**src/design/tlsm_pkg.sv**
```systemverilog
// ----------------------------------------------------------------------------
// tlsm_pkg
// Shared types and constants for the two-list sorted merge block: operation
// codes, sequencer states and the buffer control bundle.
// ----------------------------------------------------------------------------
package tlsm_pkg;

    // width of one stored element
    localparam int DATA_W = 32;

    // operation codes carried by an input item
    localparam logic [1:0] OP_APPEND_A = 2'd0;
    localparam logic [1:0] OP_APPEND_B = 2'd1;
    localparam logic [1:0] OP_MERGE    = 2'd2;

    // merge sequencer states
    typedef enum logic [1:0] {
        ST_IDLE,
        ST_FETCH,
        ST_EMIT
    } t_state;

    // control from the sequencer to one list buffer
    typedef struct packed {
        logic push;
        logic clear;
    } t_buf_ctrl;

endpackage

```
**src/design/tlsm_list_buf.sv**
```systemverilog
// ----------------------------------------------------------------------------
// tlsm_list_buf
// One list buffer: element memory with one write and one registered read
// port, plus the fill count. Pushes to a full buffer are dropped.
// ----------------------------------------------------------------------------
module tlsm_list_buf #(
    parameter int LIST_DEPTH = 32,
    localparam int CNT_W = $clog2(LIST_DEPTH + 1),
    localparam int IDX_W = (LIST_DEPTH > 1) ? $clog2(LIST_DEPTH) : 1
) (
    input  logic                                i_clk,
    input  logic                                i_rst_n,
    input  tlsm_pkg::t_buf_ctrl                 i_ctrl,
    input  logic signed [tlsm_pkg::DATA_W-1:0]  i_wr_data,
    input  logic        [IDX_W-1:0]             i_rd_idx,
    output logic signed [tlsm_pkg::DATA_W-1:0]  o_rd_data,
    output logic        [CNT_W-1:0]             o_count
);

    logic signed [tlsm_pkg::DATA_W-1:0] r_mem [LIST_DEPTH];
    logic signed [tlsm_pkg::DATA_W-1:0] r_rd_data;
    logic        [CNT_W-1:0]            r_count;
    logic        [CNT_W-1:0]            n_count;
    logic                               wr_en;

    // push only while there is room
    assign wr_en = i_ctrl.push && (r_count < CNT_W'(LIST_DEPTH));

    // element memory, registered read
    always_ff @(posedge i_clk) begin
        if (wr_en) begin
            r_mem[r_count[IDX_W-1:0]] <= i_wr_data;
        end
        r_rd_data <= r_mem[i_rd_idx];
    end

    // fill count
    always_comb begin
        n_count = r_count;
        if (i_ctrl.clear) begin
            n_count = '0;
        end else if (wr_en) begin
            n_count = r_count + CNT_W'(1);
        end
    end

    always_ff @(posedge i_clk) begin
        if (!i_rst_n) begin
            r_count <= '0;
        end else begin
            r_count <= n_count;
        end
    end

    assign o_rd_data = r_rd_data;
    assign o_count   = r_count;

endmodule

```
**src/design/two_list_sorted_merge_top.sv**
```systemverilog
// Sequence: an append is written straight into its buffer; a merge leaves ST_IDLE,
// then alternates ST_FETCH (buffer read) and ST_EMIT (compare and emit) per element.
// Throughput: one append per cycle while no merge is running; a merge holds
// the input until its last element is emitted, longer while the output is stalled.
// Reset clears both list counts, the sequencer and the output valid; buffer
// contents are undefined until written.
// ----------------------------------------------------------------------------
// two_list_sorted_merge_top
// Loads two ascending lists into buffers and merges them on request, one
// element per result item, with a single shared signed compare.
// ----------------------------------------------------------------------------
module two_list_sorted_merge_top #(
    parameter int LIST_DEPTH = 32
) (
    input  logic                                i_clk,
    input  logic                                i_rst_n,
    input  logic                                i_in_valid,
    output logic                                o_in_stall,
    input  logic        [1:0]                   i_operation,
    input  logic signed [tlsm_pkg::DATA_W-1:0]  i_element_value,
    output logic                                o_out_valid,
    input  logic                                i_out_stall,
    output logic signed [tlsm_pkg::DATA_W-1:0]  o_merged_value,
    output logic                                o_is_last
);

    localparam int CNT_W = $clog2(LIST_DEPTH + 1);
    localparam int IDX_W = (LIST_DEPTH > 1) ? $clog2(LIST_DEPTH) : 1;

    tlsm_pkg::t_state                   r_state, n_state;
    logic        [CNT_W-1:0]            r_ia, n_ia;
    logic        [CNT_W-1:0]            r_ib, n_ib;
    logic                               r_out_valid, n_out_valid;
    logic signed [tlsm_pkg::DATA_W-1:0] r_out_value, n_out_value;
    logic                               r_out_last, n_out_last;

    tlsm_pkg::t_buf_ctrl                ctrl_a, ctrl_b;
    logic signed [tlsm_pkg::DATA_W-1:0] rd_a, rd_b;
    logic        [CNT_W-1:0]            cnt_a, cnt_b;
    logic                               in_acc;
    logic                               out_free;
    logic                               a_left, b_left, take_a;

    // list buffers
    tlsm_list_buf #(.LIST_DEPTH(LIST_DEPTH)) u_buf_a (
        .i_clk     (i_clk),
        .i_rst_n   (i_rst_n),
        .i_ctrl    (ctrl_a),
        .i_wr_data (i_element_value),
        .i_rd_idx  (r_ia[IDX_W-1:0]),
        .o_rd_data (rd_a),
        .o_count   (cnt_a)
    );

    tlsm_list_buf #(.LIST_DEPTH(LIST_DEPTH)) u_buf_b (
        .i_clk     (i_clk),
        .i_rst_n   (i_rst_n),
        .i_ctrl    (ctrl_b),
        .i_wr_data (i_element_value),
        .i_rd_idx  (r_ib[IDX_W-1:0]),
        .o_rd_data (rd_b),
        .o_count   (cnt_b)
    );

    // handshakes
    assign o_in_stall = (r_state != tlsm_pkg::ST_IDLE);
    assign in_acc     = i_in_valid && !o_in_stall;
    assign out_free   = !r_out_valid || !i_out_stall;

    // shared head compare: a wins only when strictly less, b wins ties
    assign a_left = (r_ia < cnt_a);
    assign b_left = (r_ib < cnt_b);
    assign take_a = a_left && (!b_left || (rd_a < rd_b));

    // sequencer next state and outputs
    always_comb begin
        n_state     = r_state;
        n_ia        = r_ia;
        n_ib        = r_ib;
        ctrl_a      = '0;
        ctrl_b      = '0;
        n_out_valid = r_out_valid && i_out_stall;
        n_out_value = r_out_value;
        n_out_last  = r_out_last;
        unique case (r_state)
            tlsm_pkg::ST_IDLE: begin
                if (in_acc) begin
                    unique case (i_operation)
                        tlsm_pkg::OP_APPEND_A: ctrl_a.push = 1'b1;
                        tlsm_pkg::OP_APPEND_B: ctrl_b.push = 1'b1;
                        tlsm_pkg::OP_MERGE: begin
                            if ((cnt_a != '0) || (cnt_b != '0)) begin
                                n_ia    = '0;
                                n_ib    = '0;
                                n_state = tlsm_pkg::ST_FETCH;
                            end
                        end
                        default: ;
                    endcase
                end
            end
            tlsm_pkg::ST_FETCH: begin
                n_state = tlsm_pkg::ST_EMIT;
            end
            tlsm_pkg::ST_EMIT: begin
                if (out_free) begin
                    n_out_valid = 1'b1;
                    if (take_a) begin
                        n_out_value = rd_a;
                        n_ia        = r_ia + CNT_W'(1);
                    end else begin
                        n_out_value = rd_b;
                        n_ib        = r_ib + CNT_W'(1);
                    end
                    n_out_last = (n_ia == cnt_a) && (n_ib == cnt_b);
                    if (n_out_last) begin
                        ctrl_a.clear = 1'b1;
                        ctrl_b.clear = 1'b1;
                        n_state      = tlsm_pkg::ST_IDLE;
                    end else begin
                        n_state = tlsm_pkg::ST_FETCH;
                    end
                end
            end
            default: n_state = tlsm_pkg::ST_IDLE;
        endcase
    end

    // control registers
    always_ff @(posedge i_clk) begin
        if (!i_rst_n) begin
            r_state     <= tlsm_pkg::ST_IDLE;
            r_out_valid <= 1'b0;
        end else begin
            r_state     <= n_state;
            r_out_valid <= n_out_valid;
        end
    end

    // indexes and output payload
    always_ff @(posedge i_clk) begin
        r_ia        <= n_ia;
        r_ib        <= n_ib;
        r_out_value <= n_out_value;
        r_out_last  <= n_out_last;
    end

    assign o_out_valid    = r_out_valid;
    assign o_merged_value = r_out_value;
    assign o_is_last      = r_out_last;

endmodule
```
**config.mk**
```make
export PLATFORM = sky130hd
export DESIGN_NAME = two_list_sorted_merge_top
export DESIGN_NICKNAME = d
export VERILOG_FILES = /design/src/design/tlsm_pkg.sv /design/src/design/tlsm_list_buf.sv /design/src/design/two_list_sorted_merge_top.sv
export SDC_FILE = /design/constraint.sdc
export NUM_CORES = 2
export LEC_CHECK = 0
export BUFFER_PORTS_ARGS = -buffer_cell sky130_fd_sc_hd__buf_2
export CAP_MARGIN = 20
export CORE_ASPECT_RATIO = 2
export CORE_UTILIZATION = 55
export CTS_CLUSTER_SIZE = 8
export DETAILED_ROUTE_END_ITERATION = 10
export HOLD_SLACK_MARGIN = 0.08
export MAX_ROUTING_LAYER = met4
export PLACE_DENSITY = 0.78
export SETUP_SLACK_MARGIN = 0.02
export SYNTH_ARGS = -nofsm -noshare
export SYNTH_HDL_FRONTEND = slang
export SYNTH_SLANG_ARGS = --single-unit
```
**constraint.sdc**
```tcl
create_clock -name i_clk -period 7.84 [get_ports i_clk]
set_input_delay 0.784 -clock i_clk [delete_from_list [all_inputs] [get_ports i_clk]]
set_output_delay 0.784 -clock i_clk [all_outputs]
set_load 0.01 [all_outputs]
```
==> reports/metrics.cfg <==
[worst_setup_path]
critPathCaptureType=flop
reg2reg_from=u_buf_b.o_rd_data[31]
worst-setup-path-type=flop to flop
required_ns=8.51
path_cells=inv_1 -> ha_1 -> inv_2 -> a2111oi_0 -> o211ai_1 -> o31ai_1 -> or3b_1 -> nand2_4 -> mux2i_1 -> a2111oi_4 -> and3_1
worstPathArrival_ns=5.71
cp_slowest_stage_delay_ns=1.02
start_kind=flop
slowest_stage=a2111oi_4
path_max_fanout=39
cp_top_family=compound AO/OA/AOI/OAI gates
critPathLaunch=u_buf_b.o_rd_data[31]
ff2ff_setup_slack_ns=2.80
crit_buf_inv=2

[floorplan]
io_pins=73
dieWidth_um=277.0
start_util_pct=55.50
fp.coreArea_mm2=0.1499
num_rows=201
die_y_um=552.0
dieArea_mm2=0.1529

[global_routing]
grt_max_degree=149
antenna_found_initial=3
grt_overflow=0
grt_pass1_wl_mm=306.7
grt_usage_pct=29.52
grt_pass1_vias=42580

[synthesis]
ys_seq_area_share_pct=77.46
syn_area_per_cell_um2=23.88
synth_edf_count=2093
synth_nets=3572
synth_cell_types=60
ys.flop_type=edfxtp_1
ys_seq_elements=2172
async_reset_ff_share_pct=0
ys_warn_count=0
synth_area_mm2=0.08318
synth_cells=3483

[timing]
tightest_slew_ns=1.153
min_period_ns=5.035
fin_setup_tns_ns=0
fin_crit_sh_pct=64.23
rsz0062_at_grt=no
slew_headroom_pct=23.14
finalHoldViolCount=0
slew_viol_final=0
fin_skew_ns=0.03642
fmax_mhz=198.6
setup-violations-final=0

[clocking]
ctsRootBufferMaster=clkbuf_16
cts_resized=0
h-tree-depth=5
cts_tree=yes
cts.sinks=2172
cts_buffers=313
path_clk_slew_ns=0.05
postCtsHoldBufs=0
clkLatencyLatePin_ns=0.81
post_cts_buffers=0
clock_path_buffers=4

[final_layout]
area_delta_synth_final_pct=14.32
finalCoreUtilization_pct=63.45
drive_gt1_share_pct=33.98
fill_cells=9079
final_common_cell=edfxtp_1
nets=3886
finish.instance_area_mm2=0.09510
final_cell_mix=edfxtp_1, mux4_2, clkbuf_16

[route]
drt.antenna.violating_nets=0
drt-vias-per-instance=6.890
drt_pass1_iterations=5
drc=0
avgRoutedWirePerCell_um=37.23
routed_wl_mm=216.4
vias=40040
drt_iter0_drc=4575

[power]
vdd_ir_drop_max_uv=181.4
powerDensity_mw_per_mm2=265.5
p_leak_nw=29.97

[run]
cap_violations=0

[place]
place.detailed.hpwl_mm=105.0
finalWeightedCongestion=0.8598
place_area_mm2=0.08653
io_buffer_count=72

[outcome]
outcome=finished, final reports clean

[hold_path]
holdCritStartpoint=i_element_value[23]
min_path_type=input port to flop

## area by class of cell
type / count / area, um^2 / share of cell area [%]
inverters: 49 / 183.9 / 0.1934
clock buffers: 383 / 8223 / 8.647
diodes: 4 / 10.01 / 0.01053
well taps: 1928 / 2412 / 2.537
multi-input cells: 1091 / 18390 / 19.34
clock inverters: 14 / 196.4 / 0.2066
repair buffers: 170 / 1246 / 1.310
flip-flops and latches: 2172 / 64430 / 67.75
## registers in the layout, indices dropped and copies added (netlist names), 6 cells and up
register           cells
u_buf_b.r_mem       1024
u_buf_b.o_rd_data     32
r_ib                   6
u_buf_a.r_mem       1024
u_buf_a.o_count        6
u_buf_b.o_count        6
r_ia                   6
o_merged_value        32
u_buf_a.o_rd_data     32
## cell families after synthesis
logic type	Yosys count	synth area share, %
AO/OA/AOI/OAI	74	0.6724
multiplexers	739	18.66
AND/OR/NAND/NOR	199	1.097
XOR/XNOR	28	0.3204
flip-flops	2172	77.46
buffers and inverters	220	1.021
adder cells (fa/ha/maj)	51	0.7671
## cell usage after synthesis, drive strengths merged (3+ instances only)
master	number	area (um^2)
edfxtp	2093	62850
mux4	640	14410
clkbuf	115	431.7
mux2	97	1092
nor2	89	334.1
dfxtp	79	1582
buf	56	234.0
ha	51	638.1
inv	49	183.9
nand2	41	161.4
a21oi	34	207.7
nand3	26	140.1
xnor2	17	156.4
nand4	11	68.82
o21ai	11	55.05
xor2	10	87.58
and3	6	37.54
nor3	6	30.03
a2111oi	5	87.58
a21o	4	30.03
and2	4	25.02
nand2b	4	25.02
nor2b	3	18.77
nor4	3	25.02
o211ai	3	22.52
## routing by layer
metal | vias up | GRT usage, % | share of wire (%)
met1 | 21140 | 31.29 | 31
li1 | 15390 | - | -
met2 | 2734 | 51.66 | 54
met3 | 782 | 4.813 | 7.6
met5 | - | - | 0
met4 | 0 | 18.15 | 6.9
## where the power goes
part | leakage (nW) | internal (W) | total (W) | switching, W
Sequential | 19.5 | 0.0128 | 0.0128 | 0.0000171
Clock | 4.10 | 0.00729 | 0.0120 | 0.00468
Combinational | 6.39 | 0.000157 | 0.000490 | 0.000333
Total | 30.0 | 0.0202 | 0.0252 | 0.00503
## through the flow
step | setup slack, ns | total power [W] | instances | hold slack (ns)
floorplan | 3.844 | 0.01321 | 3483 | 0.5167
global placement | 3.118 | 0.01345 | 5403 | 0.5590
detailed placement | 3.025 | 0.01347 | 5403 | 0.5629
CTS | 2.941 | 0.02533 | 5800 | 0.2801
global route | 2.611 | 0.02576 | 5810 | 0.3049
finish | 2.805 | 0.02525 | 5811 | 0.2994
## final timing paths
path / endpoint / cells after the start
worst max-delay path: o_is_last / 11
worst min-delay path: u_buf_a.r_mem[9][23] / 1
worst max register to register: o_is_last / 11
worst min register to register: o_out_valid / 2
Power figures use the tool's default switching activity.
